### src/hw/rtl/pstt_pkg.sv
`timescale 1ns / 1ps

package pstt_pkg;

  localparam int unsigned MaxServicesDef = 16;

  localparam int unsigned KeyW    = 16;
  localparam int unsigned PeriodW = 32;
  localparam int unsigned CdW     = 33;

  // request codes carried on the input tuser
  typedef enum logic [2:0] {
    REQ_CLEAR   = 3'd0,
    REQ_INSERT  = 3'd1,
    REQ_REMOVE  = 3'd2,
    REQ_GET_EN  = 3'd3,
    REQ_SET_EN  = 3'd4,
    REQ_SET_PER = 3'd5,
    REQ_TICK    = 3'd6,
    REQ_EXEC    = 3'd7
  } req_e;

  // one table entry as held in the memory
  typedef struct packed {
    logic [CdW-1:0]     countdown;
    logic [PeriodW-1:0] period;
    logic               enable;
    logic [KeyW-1:0]    key;
  } entry_t;

  // one result item
  typedef struct packed {
    logic            last;
    logic [KeyW-1:0] fired_key;
    logic            fired;
    logic            enable_out;
    logic            ok;
  } result_t;

endpackage

### src/hw/rtl/periodic_service_timer_table.sv
`timescale 1ns / 1ps

// periodic service timer table
// requests enter on the s_axis channel: tuser carries the request code (clear, insert,
// remove, get_enable, set_enable, set_period, tick, exec), tdata the key, period and
// enable bit. results leave on the m_axis channel; tlast marks the final result of a
// request. every request gives exactly one result, except exec, which gives one per
// fired entry in table order, or a single empty result when nothing fired.
// entries live in one synchronous memory with a registered read; a sequencer walks
// the live entries, reading, updating and writing back one entry at a time: a read
// state, then an evaluate state per visited entry. clear and insert need no scan;
// remove of a middle entry then reads the tail entry and writes it into the hole.
// one request is in flight at a time; the next is accepted the cycle after the last
// result has been moved into the output register. a stalled receiver holds the
// output register, and exec then waits on the next firing entry until there is room.
// reset empties the table and leaves it not ready: insert fails until a clear.
// the memory itself is never cleared; only entries below the fill count are read.

module periodic_service_timer_table
  import pstt_pkg::*;
#(
  parameter int unsigned MAX_SERVICES = MaxServicesDef
) (
  input  logic        clk_i,
  input  logic        rst_ni,
  input  logic        s_axis_tvalid_i,
  output logic        s_axis_tready_o,
  input  logic [55:0] s_axis_tdata_i,  // service_key[15:0], period_in[47:16], enable_in[48]
  input  logic [2:0]  s_axis_tuser_i,  // req_type[2:0]
  output logic        m_axis_tvalid_o,
  input  logic        m_axis_tready_i,
  output logic [23:0] m_axis_tdata_o,  // ok[0], enable_out[1], fired[2], fired_key[18:3]
  output logic        m_axis_tlast_o
);

  localparam int unsigned IdxW = (MAX_SERVICES > 1) ? $clog2(MAX_SERVICES) : 1;
  localparam int unsigned CntW = $clog2(MAX_SERVICES + 1);

  logic            mem_we;
  logic [IdxW-1:0] mem_waddr;
  entry_t          mem_wdata;
  logic [IdxW-1:0] mem_raddr;
  entry_t          mem_rdata;
  result_t         res;

  pstt_ctrl #(
    .MaxServices (MAX_SERVICES),
    .IdxW        (IdxW),
    .CntW        (CntW)
  ) u_ctrl (
    .clk_i       (clk_i),
    .rst_ni      (rst_ni),
    .s_valid_i   (s_axis_tvalid_i),
    .s_ready_o   (s_axis_tready_o),
    .req_i       (req_e'(s_axis_tuser_i)),
    .key_i       (s_axis_tdata_i[15:0]),
    .period_i    (s_axis_tdata_i[47:16]),
    .en_i        (s_axis_tdata_i[48]),
    .mem_we_o    (mem_we),
    .mem_waddr_o (mem_waddr),
    .mem_wdata_o (mem_wdata),
    .mem_raddr_o (mem_raddr),
    .mem_rdata_i (mem_rdata),
    .m_valid_o   (m_axis_tvalid_o),
    .m_ready_i   (m_axis_tready_i),
    .m_res_o     (res)
  );

  pstt_mem #(
    .Depth (MAX_SERVICES),
    .IdxW  (IdxW)
  ) u_mem (
    .clk_i   (clk_i),
    .we_i    (mem_we),
    .waddr_i (mem_waddr),
    .wdata_i (mem_wdata),
    .raddr_i (mem_raddr),
    .rdata_o (mem_rdata)
  );

  // pack the result item
  assign m_axis_tdata_o = {5'b0, res.fired_key, res.fired, res.enable_out, res.ok};
  assign m_axis_tlast_o = res.last;

endmodule

### src/hw/rtl/pstt_mem.sv
`timescale 1ns / 1ps

module pstt_mem
  import pstt_pkg::*;
#(
  parameter int unsigned Depth = MaxServicesDef,
  parameter int unsigned IdxW  = (Depth > 1) ? $clog2(Depth) : 1
) (
  input  logic            clk_i,
  input  logic            we_i,
  input  logic [IdxW-1:0] waddr_i,
  input  entry_t          wdata_i,
  input  logic [IdxW-1:0] raddr_i,
  output entry_t          rdata_o
);

  entry_t mem [Depth];
  entry_t rdata_q;

  always_ff @(posedge clk_i) begin
    if (we_i) begin
      mem[waddr_i] <= wdata_i;
    end
  end

  // registered read, old data on a same-address write
  always_ff @(posedge clk_i) begin
    rdata_q <= mem[raddr_i];
  end

  assign rdata_o = rdata_q;

endmodule

### src/hw/rtl/pstt_ctrl.sv
`timescale 1ns / 1ps

module pstt_ctrl
  import pstt_pkg::*;
#(
  parameter int unsigned MaxServices = MaxServicesDef,
  parameter int unsigned IdxW        = (MaxServices > 1) ? $clog2(MaxServices) : 1,
  parameter int unsigned CntW        = $clog2(MaxServices + 1)
) (
  input  logic               clk_i,
  input  logic               rst_ni,
  // request side
  input  logic               s_valid_i,
  output logic               s_ready_o,
  input  req_e               req_i,
  input  logic [KeyW-1:0]    key_i,
  input  logic [PeriodW-1:0] period_i,
  input  logic               en_i,
  // memory port
  output logic               mem_we_o,
  output logic [IdxW-1:0]    mem_waddr_o,
  output entry_t             mem_wdata_o,
  output logic [IdxW-1:0]    mem_raddr_o,
  input  entry_t             mem_rdata_i,
  // result side
  output logic               m_valid_o,
  input  logic               m_ready_i,
  output result_t            m_res_o
);

  localparam logic [2:0] ST_IDLE = 3'd0;
  localparam logic [2:0] ST_RD   = 3'd1;
  localparam logic [2:0] ST_EV   = 3'd2;
  localparam logic [2:0] ST_RDL  = 3'd3;
  localparam logic [2:0] ST_EVL  = 3'd4;
  localparam logic [2:0] ST_FIN  = 3'd5;

  localparam logic [CntW-1:0] CntFull = CntW'(MaxServices);
  localparam logic [CntW-1:0] CntOne  = CntW'(1);

  logic [2:0]         state_q, state_d;
  logic [IdxW-1:0]    idx_q, idx_d;
  logic [IdxW-1:0]    match_q, match_d;
  logic [CntW-1:0]    count_q, count_d;
  logic               ready_q, ready_d;
  logic               ok_q, ok_d;
  logic               en_out_q, en_out_d;
  logic               hold_v_q, hold_v_d;
  logic [KeyW-1:0]    hold_key_q, hold_key_d;
  req_e               req_q;
  logic [KeyW-1:0]    key_q;
  logic [PeriodW-1:0] per_q;
  logic               en_q;
  logic               m_valid_q, m_valid_d;
  result_t            m_res_q, m_res_d;

  logic               out_free;
  logic               push;
  result_t            push_res;
  logic               accept;
  logic               hit;
  logic               at_end;
  logic               fire;
  logic [PeriodW-1:0] new_period;

  assign out_free   = !m_valid_q || m_ready_i;
  assign s_ready_o  = (state_q == ST_IDLE);
  assign accept     = s_valid_i && s_ready_o;
  assign hit        = (mem_rdata_i.key == key_q);
  assign at_end     = (CntW'(idx_q) == (count_q - CntOne));
  assign fire       = mem_rdata_i.enable && (mem_rdata_i.countdown == '0);
  assign new_period = (req_q == REQ_SET_PER) ? per_q : mem_rdata_i.period;
  assign mem_raddr_o = idx_q;

  always_comb begin
    state_d     = state_q;
    idx_d       = idx_q;
    match_d     = match_q;
    count_d     = count_q;
    ready_d     = ready_q;
    ok_d        = ok_q;
    en_out_d    = en_out_q;
    hold_v_d    = hold_v_q;
    hold_key_d  = hold_key_q;
    mem_we_o    = 1'b0;
    mem_waddr_o = idx_q;
    mem_wdata_o = mem_rdata_i;
    push        = 1'b0;
    push_res    = '0;

    unique case (state_q)
      ST_IDLE: begin
        if (accept) begin
          ok_d     = 1'b0;
          en_out_d = 1'b0;
          hold_v_d = 1'b0;
          idx_d    = '0;
          unique case (req_i)
            REQ_CLEAR: begin
              count_d = '0;
              ready_d = 1'b1;
              ok_d    = 1'b1;
              state_d = ST_FIN;
            end
            REQ_INSERT: begin
              if ((count_q != CntFull) && ready_q) begin
                mem_we_o              = 1'b1;
                mem_waddr_o           = count_q[IdxW-1:0];
                mem_wdata_o.key       = key_i;
                mem_wdata_o.enable    = en_i;
                mem_wdata_o.period    = period_i;
                mem_wdata_o.countdown = {1'b0, period_i} + CdW'(1);
                count_d               = count_q + CntOne;
                ok_d                  = 1'b1;
              end
              state_d = ST_FIN;
            end
            default: begin
              ok_d    = (req_i == REQ_TICK) || (req_i == REQ_EXEC);
              state_d = (count_q == '0) ? ST_FIN : ST_RD;
            end
          endcase
        end
      end

      ST_RD: begin
        state_d = ST_EV;
      end

      ST_EV: begin
        unique case (req_q)
          REQ_REMOVE: begin
            if (hit) begin
              if (at_end) begin
                count_d = count_q - CntOne;
                ok_d    = 1'b1;
                state_d = ST_FIN;
              end else begin
                // fetch the tail entry to move into the hole
                match_d = idx_q;
                idx_d   = IdxW'(count_q - CntOne);
                state_d = ST_RDL;
              end
            end else if (at_end) begin
              state_d = ST_FIN;
            end else begin
              idx_d   = idx_q + 1'b1;
              state_d = ST_RD;
            end
          end
          REQ_GET_EN: begin
            if (hit) begin
              ok_d     = 1'b1;
              en_out_d = mem_rdata_i.enable;
              state_d  = ST_FIN;
            end else if (at_end) begin
              state_d = ST_FIN;
            end else begin
              idx_d   = idx_q + 1'b1;
              state_d = ST_RD;
            end
          end
          REQ_SET_EN, REQ_SET_PER: begin
            if (hit) begin
              mem_we_o              = 1'b1;
              mem_wdata_o.enable    = en_q;
              mem_wdata_o.period    = new_period;
              mem_wdata_o.countdown = {1'b0, new_period} + CdW'(1);
              ok_d                  = 1'b1;
              state_d               = ST_FIN;
            end else if (at_end) begin
              state_d = ST_FIN;
            end else begin
              idx_d   = idx_q + 1'b1;
              state_d = ST_RD;
            end
          end
          REQ_TICK: begin
            if (mem_rdata_i.enable && (mem_rdata_i.countdown != '0)) begin
              mem_we_o              = 1'b1;
              mem_wdata_o.countdown = mem_rdata_i.countdown - CdW'(1);
            end
            if (at_end) begin
              state_d = ST_FIN;
            end else begin
              idx_d   = idx_q + 1'b1;
              state_d = ST_RD;
            end
          end
          REQ_EXEC: begin
            // a new firing pushes out the held one, so wait for room
            if (!(fire && hold_v_q && !out_free)) begin
              if (fire) begin
                mem_we_o              = 1'b1;
                mem_wdata_o.countdown = {1'b0, mem_rdata_i.period};
                if (hold_v_q) begin
                  push               = 1'b1;
                  push_res.ok        = 1'b1;
                  push_res.fired     = 1'b1;
                  push_res.fired_key = hold_key_q;
                end
                hold_v_d   = 1'b1;
                hold_key_d = mem_rdata_i.key;
              end
              if (at_end) begin
                state_d = ST_FIN;
              end else begin
                idx_d   = idx_q + 1'b1;
                state_d = ST_RD;
              end
            end
          end
          default: begin
            state_d = ST_FIN;
          end
        endcase
      end

      ST_RDL: begin
        state_d = ST_EVL;
      end

      ST_EVL: begin
        mem_we_o    = 1'b1;
        mem_waddr_o = match_q;
        count_d     = count_q - CntOne;
        ok_d        = 1'b1;
        state_d     = ST_FIN;
      end

      ST_FIN: begin
        if (out_free) begin
          push                = 1'b1;
          push_res.ok         = ok_q;
          push_res.enable_out = en_out_q;
          push_res.fired      = hold_v_q;
          push_res.fired_key  = hold_v_q ? hold_key_q : '0;
          push_res.last       = 1'b1;
          hold_v_d            = 1'b0;
          state_d             = ST_IDLE;
        end
      end

      default: begin
        state_d = ST_IDLE;
      end
    endcase
  end

  // output register
  always_comb begin
    m_valid_d = m_valid_q;
    m_res_d   = m_res_q;
    if (push) begin
      m_valid_d = 1'b1;
      m_res_d   = push_res;
    end else if (m_ready_i) begin
      m_valid_d = 1'b0;
    end
  end

  always_ff @(posedge clk_i or negedge rst_ni) begin
    if (!rst_ni) begin
      state_q   <= ST_IDLE;
      count_q   <= '0;
      ready_q   <= 1'b0;
      hold_v_q  <= 1'b0;
      m_valid_q <= 1'b0;
    end else begin
      state_q   <= state_d;
      count_q   <= count_d;
      ready_q   <= ready_d;
      hold_v_q  <= hold_v_d;
      m_valid_q <= m_valid_d;
    end
  end

  always_ff @(posedge clk_i) begin
    idx_q      <= idx_d;
    match_q    <= match_d;
    ok_q       <= ok_d;
    en_out_q   <= en_out_d;
    hold_key_q <= hold_key_d;
    m_res_q    <= m_res_d;
    if (accept) begin
      req_q <= req_i;
      key_q <= key_i;
      per_q <= period_i;
      en_q  <= en_i;
    end
  end

  assign m_valid_o = m_valid_q;
  assign m_res_o   = m_res_q;

endmodule

### config.mk
export PLATFORM = sky130hd
export DESIGN_NAME = periodic_service_timer_table
export DESIGN_NICKNAME = d
export VERILOG_FILES = /design/src/hw/rtl/pstt_pkg.sv /design/src/hw/rtl/periodic_service_timer_table.sv /design/src/hw/rtl/pstt_mem.sv /design/src/hw/rtl/pstt_ctrl.sv
export SDC_FILE = /design/constraint.sdc
export NUM_CORES = 2
export LEC_CHECK = 0
export BUFFER_PORTS_ARGS = -buffer_cell sky130_fd_sc_hd__buf_2
export CAP_MARGIN = 20
export CORE_MARGIN = 5
export CORE_UTILIZATION = 45
export DETAILED_ROUTE_END_ITERATION = 16
export GPL_TIMING_DRIVEN = 0
export SLEW_MARGIN = 20
export SYNTH_ARGS = -nofsm -noshare
export SYNTH_HDL_FRONTEND = slang
export SYNTH_HIERARCHICAL = 1
export SYNTH_SLANG_ARGS = --single-unit
### constraint.sdc
create_clock -name clk_i -period 21.3 [get_ports clk_i]
set_input_delay 1.065 -clock clk_i [delete_from_list [all_inputs] [get_ports clk_i]]
set_output_delay 1.065 -clock clk_i [all_outputs]
set_load 0.02 [all_outputs]
* Yosys cells after proc, flatten, opt, wreduce, memory -nomap -nowiden
Memory sizes are Yosys's and may differ from the RTL's. A register that Yosys moved wholly into a read port is not among the register bits. Cells that the tools add are included.
Storage, ports and cells: memories 1, bits in latches 0, register bits after elaboration 109, ROM bits 0, RAM bits 1312, logic and storage cells 181, output and inout bits 27
Memories:
- u_mem.mem | depth 16, bits a word 82, read ports 1, clocked after memory_dff 1, wr ports 1, RTL line pstt_mem.sv:17 | entry_t mem [Depth];
Operators by class: order comparisons 0, divide/modulo/power cells 0, shift operators 0, multiply operators 0, add/sub/neg operators 6, bitwise gates (word level) 2, muxes and demuxes 85, reductions and logical operators 32, equality and inequality tests 36
Operators by type and width (count):
- two-way mux 82 bit | 3
- two-way mux 33 bit | 4
- one-hot mux 66 bit (2 select lines) | 1
- one-hot mux 33 bit (3 select lines) | 1
- two-way mux 17 bit | 4
- adder 32 x 1 -> 33 bit, second input constant | 2
- two-way mux 66 bit | 1
- two-way mux 4 bit | 9
- one-hot mux 17 bit (2 select lines) | 1
- zero test 33 bit | 1
- nonzero test 33 bit | 1
- subtractor 33 x 1 -> 33 bit, second input constant | 1
- two-way mux 16 bit | 2
- two-way mux 32 bit | 1
- two-way mux 1 bit | 27
- two-way mux 3 bit | 9
- two-way mux 5 bit | 5
- equality test 3 bit, second input constant | 8
- two-way mux 20 bit | 1
- one-hot mux 3 bit (6 select lines) | 1
- AND reduction 6 bit | 3
- equality test 16 bit | 1
- one-hot mux 4 bit (2 select lines) | 2
- one-hot mux 4 bit (4 select lines) | 1
- other kinds (31) | 71

* Depth between registers and ports, before layout
word-level depth 9, depth in mapped cells 17, depth with buffers taken out 12

* By module
The synthesis kept the hierarchy.
By module, submodules not included:
- pstt_mem | cells an instance 2103, sequential area each 41039.4 sq um, times used 1, area an instance 50682.4 sq um
- pstt_ctrl | cells an instance 1233, sequential area each 3218.1 sq um, times used 1, area an instance 9959.6 sq um
- periodic_service_timer_table | cells an instance 6, sequential area each 0.0 sq um, times used 1, area an instance 41.3 sq um

* Worst setup path after synthesis
Ideal clock, no wire load.
kind input to register, start point input s_axis_tvalid_i, end point memory u_mem/mem[0][0] (netlist bit), enable pin, data arrival time 11518 ps, path buffers 1, required time 20677 ps, library setup time 623 ps, stages 8, setup slack 9159 ps, path through nor4b_2 -> inv_1 -> or3_1 -> clkbuf_1 -> a21boi_0 -> o21ai_0 -> or3b_2 -> nor3_1
RTL lines:
- start: declaration | RTL line periodic_service_timer_table.sv:26 | input logic s_axis_tvalid_i,
- logical AND 1 bit | RTL line pstt_ctrl.sv:68 | assign accept = s_valid_i && s_ready_o;
- two-way mux 4 bit | RTL line pstt_ctrl.sv:93 | if (accept) begin
- one-hot mux 4 bit (2 select lines) | RTL line pstt_ctrl.sv:91 | unique case (state_q)
- via mem_waddr[2] | RTL line periodic_service_timer_table.sv:40 | logic [IdxW-1:0] mem_waddr;
- end: declaration | RTL line pstt_mem.sv:17
The timed path passes the listed nets, and every way through them passes these cells.

* Worst setup path in the final report
start point register u_ctrl.count_q[0], end point memory u_mem/mem[12][25] (netlist bit), enable pin
RTL lines:
- start: declaration | RTL line pstt_ctrl.sv:44 | logic [CntW-1:0] count_q, count_d;
- start signal: assignment | RTL line pstt_ctrl.sv:271 | count_q <= count_d;
- inequality test 5 bit | RTL line pstt_ctrl.sv:106 | if ((count_q != CntFull) && ready_q) begin
- logical AND 1 bit | RTL line pstt_ctrl.sv:106
- two-way mux 4 bit | RTL line pstt_ctrl.sv:106
- two-way mux 4 bit | RTL line pstt_ctrl.sv:98 | unique case (req_i)
- two-way mux 4 bit | RTL line pstt_ctrl.sv:93
- one-hot mux 4 bit (2 select lines) | RTL line pstt_ctrl.sv:91
- via mem_waddr[3] | RTL line periodic_service_timer_table.sv:40
The timed path passes the listed nets, and every way through them passes these cells.

==> impl_metrics.ini <==
[power]
vdd_drop_max_v = 0.0000941
combPwrFrac_pct = 28.3
seq_power_share_pct = 45.1
p_sw_share_pct = 32.8
clock_power_share_pct = 26.6
p_sw_w = 0.00323
p_total_w = 0.00983
power.leakage_nw = 22.9
p_int_w = 0.00660
powerDensity_nw_per_um2 = 139

[timing]
slew-limit-headroom_pct = 19.8
setup_slack_ns = 15.29
worst_hold_slack_ns = 0.148
rsz0062_at_grt = no
finalCriticalPeriod_ns = 6.01
tightest_slew_ns = 1.20
finalSetupViolCount = 0
report.final.hold_viol_count = 0
clock_skew_ns = 0.0462
drv_slew = 0
fin_crit_sh_pct = 28.2
fmax_mhz = 166

[cts]
root_buffer = clkbuf_16
post_cts_buffers = 0
cts_buffers = 152
ctsResizeCount = 0
postCtsHoldBufs = 0
htree_levels = 4
clockBufferDepth = 3
cts_tree = built
cts.clk_slew.worst_paths_ns = 0.06
clock-sinks = 1503
clk-insertion-delay-late_ns = 0.80

[final_layout]
layout.nets = 3787
regArea_um2 = 44300
drive_gt1_share_pct = 24.0
nFillCells = 10600
final_common_cell = edfxtp_1
stdcell_count = 5622
most-common-layout-cells = 1410 x edfxtp_1, 328 x mux4_2, 274 x nand2_1
multi_input_area_um2 = 15600
synthToLayoutAreaGrowth_pct = 16.3

[worst_setup_path]
start_kind = register
r2r_start = u_ctrl/count_q[0]$_DFFE_PN0P_
reg2regPathDepth = 19
timing.critical_path.buf_inv = 11
crit_type = reg2reg
regToRegEndpoint = u_mem/mem[12][25]$_DFFE_PP_
crit_path_max_incr_delay_ns = 0.75
arrival_ns = 6.50
path_common_cell = buf_4
rrSetupSlack_ns = 15.29
cp_max_fo = 10
cpMaxStageDelayCell = clkbuf_1
crit_path_cell_trace = buf_2 -> inv_1 -> ha_1 -> or3b_1 -> buf_2 -> o21ai_0 -> or3_1 -> clkbuf_1 -> clkbuf_1 -> o22ai_1 -> nor2_1 -> nand3_1 -> nor3_2 -> buf_6 -> buf_6 -> buf_4 -> buf_4 -> buf_4 -> buf_4
critical_path_required_ns = 21.79
crit_family = buffers and inverters
critPathCaptureType = register

[global_routing]
grt_max_degree = 19
antenna_found_initial = 16
grt_usage_pct = 24.7
grt_pass1_vias = 34300
grt-ovfl-total = 0
grt_pass1_wl_mm = 251

[floorplan]
core_um2 = 134000
rows = 134
dieArea_um2 = 142000
start_util_pct = 45.4
fp.dieW_um = 377
num_io_pins = 90
die_h_um = 377

[placement]
gp_congestion = 0.975
dp_cells = 5332
dp_slack_ns = 15.04
place_hpwl_mm = 122
portBuffers = 77

[drt]
post-route-drc-count = 0
m1WireLength_mm = 74.2
ant_nets = 0
wl_met3_mm = 16.3
drt_iter0_drc = 4192
top_layer = met5
wire_per_inst_um = 31.4
drt_pass1_iterations = 9
wirelength_mm = 177
dr_wl_met2_mm = 80.6
avgViaCountPerCell = 6.18
vias = 34800

[logic_synthesis]
yosysWarnings = 6
syn_area_per_cell_um2 = 18.2
netlist_instances = 3342
synthFlopType = edfxtp_1
syn_area_um2 = 60700
synthArstFlopShare_pct = 0.732
yosysSeqAreaShare_pct = 72.9
synth_edf_count = 1410
synth_cell_types = 96
ys_ff_latch = 1503

[run]
max-cap-violations = 0

[status]
status = complete, no violations

[worst_hold_path]
holdCritPathClass = in2async
-- how the worst max path moves through the flow --
| stage | from | endpoint | slack, ns | cells past startpoint |
|---|---|---|---|---|
| final | u_ctrl/count_q[0]$_DFFE_PN0P_ | u_mem/mem[12][25]$_DFFE_PP_ | 15.29 | 19 |
| after global placement | s_axis_tvalid_i | u_mem/mem[12][21]$_DFFE_PP_ | -2.29 | 10 |
| after CTS | u_ctrl/count_q[0]$_DFFE_PN0P_ | u_mem/mem[12][25]$_DFFE_PP_ | 15.43 | 19 |
| after detailed placement | s_axis_tvalid_i | u_mem/mem[12][22]$_DFFE_PP_ | 15.04 | 18 |
| after floorplan | s_axis_tvalid_i | u_mem/mem[0][0]$_DFFE_PP_ | 9.16 | 8 |
| after global routing | u_ctrl/count_q[0]$_DFFE_PN0P_ | u_mem/mem[12][25]$_DFFE_PP_ | 15.09 | 19 |
-- power groups by stage --
| stage | registers [W] | logic [W] | clock network, W |
|---|---|---|---|
| 2_1_floorplan | 0.00440 | 0.00165 | 0 |
| 3_3_place_gp | 0.00459 | 0.00256 | 0 |
| 3_5_place_dp | 0.00449 | 0.00277 | 0 |
| 4_1_cts | 0.00443 | 0.00278 | 0.00266 |
| 5_1_grt | 0.00446 | 0.00297 | 0.00280 |
| 6_report | 0.00443 | 0.00279 | 0.00262 |
-- cells in the mapped netlist (7+ instances only) --
cell type / n / area (um^2)
inv_1: 29 / 109
buf_2: 31 / 155
o21ai_1: 7 / 35.0
nand2_1: 274 / 1030
buf_4: 29 / 218
nor4_1: 18 / 113
nand4_1: 22 / 138
xnor2_1: 49 / 429
a31oi_1: 7 / 43.8
clkbuf_1: 95 / 357
mux4_2: 328 / 7390
a221oi_1: 9 / 78.8
and4_1: 10 / 87.6
o211ai_1: 16 / 120
a222oi_1: 14 / 140
a221o_1: 18 / 180
dfxtp_1: 82 / 1640
a22o_1: 8 / 70.1
mux2i_1: 20 / 200
and3_1: 19 / 119
nor3_1: 39 / 195
xor2_1: 45 / 394
a21oi_1: 81 / 405
buf_6: 15 / 169
edfxtp_1: 1410 / 42300
nor2_1: 107 / 402
a21o_1: 10 / 75.1
nand3_1: 75 / 375
or3_1: 11 / 68.8
o21ai_0: 55 / 275
and2_1: 23 / 144
a211oi_1: 10 / 75.1
dfrtp_1: 11 / 275
buf_1: 25 / 93.8
a22oi_1: 174 / 1310
o22ai_1: 33 / 206
-- cells by family after synthesis --
logic type      Yosys count  synth area share (%)
buf+inv                 224                  1.81
compound gates          504                  5.87
xor+xnor                 95                  1.39
simple gates            656                  5.27
fa+ha+maj                 6                 0.124
other cells               1               0.00618
flops                  1503                  72.9
mux                     353                  12.6
-- layout make-up --
class / instances / area share, %
Antenna cell: 13 / 0.0461
Tap cell: 1768 / 3.14
Inverter: 29 / 0.154
Buffer: 195 / 1.42
Multi-Input combinational cell: 1619 / 22.1
Timing Repair Buffer: 218 / 3.49
Clock inverter: 77 / 1.20
Clock buffer: 200 / 5.75
Sequential cell: 1503 / 62.7
-- worst register-to-register path, cell delays in order (launching register included) --
cell,delay (ns)
dfrtp_1,0.38
buf_2,0.19
inv_1,0.12
ha_1,0.18
or3b_1,0.35
buf_2,0.16
o21ai_0,0.30
or3_1,0.17
clkbuf_1,0.40
clkbuf_1,0.75
o22ai_1,0.20
nor2_1,0.25
nand3_1,0.34
nor3_2,0.64
buf_6,0.23
buf_6,0.16
buf_4,0.22
buf_4,0.22
buf_4,0.22
buf_4,0.21
-- state kept, by name, summed over array words and instances (netlist names), 3 cells and up --
name	cells
u_ctrl/key_q	16
u_ctrl/mem_raddr_o	4
u_mem/rdata_o	82
u_ctrl/m_res_o	20
u_ctrl/match_q	4
u_ctrl/count_q	5
u_mem/mem	1312
u_ctrl/state_q	3
u_ctrl/req_q	3
u_ctrl/per_q	32
u_ctrl/hold_key_q	16
-- per-layer routing --
metal	global-route usage, %	vias up
met2	37.3	1697
met4	8.25	2
li1	-	14500
met5	0	-
met3	5.77	269
met1	35.9	18300
-- metrics by stage --
stage / setup TNS, ns / util, % / instance area [um^2]
finish: 0 / 52.7 / 70600
global placement: -630.51 / 47.3 / 63300
global route: 0 / 52.7 / 70500
CTS: 0 / 52.7 / 70500
floorplan: 0 / - / 60700
detailed placement: 0 / 49.0 / 65600
Note: power is estimated with default switching activity, not from simulation.
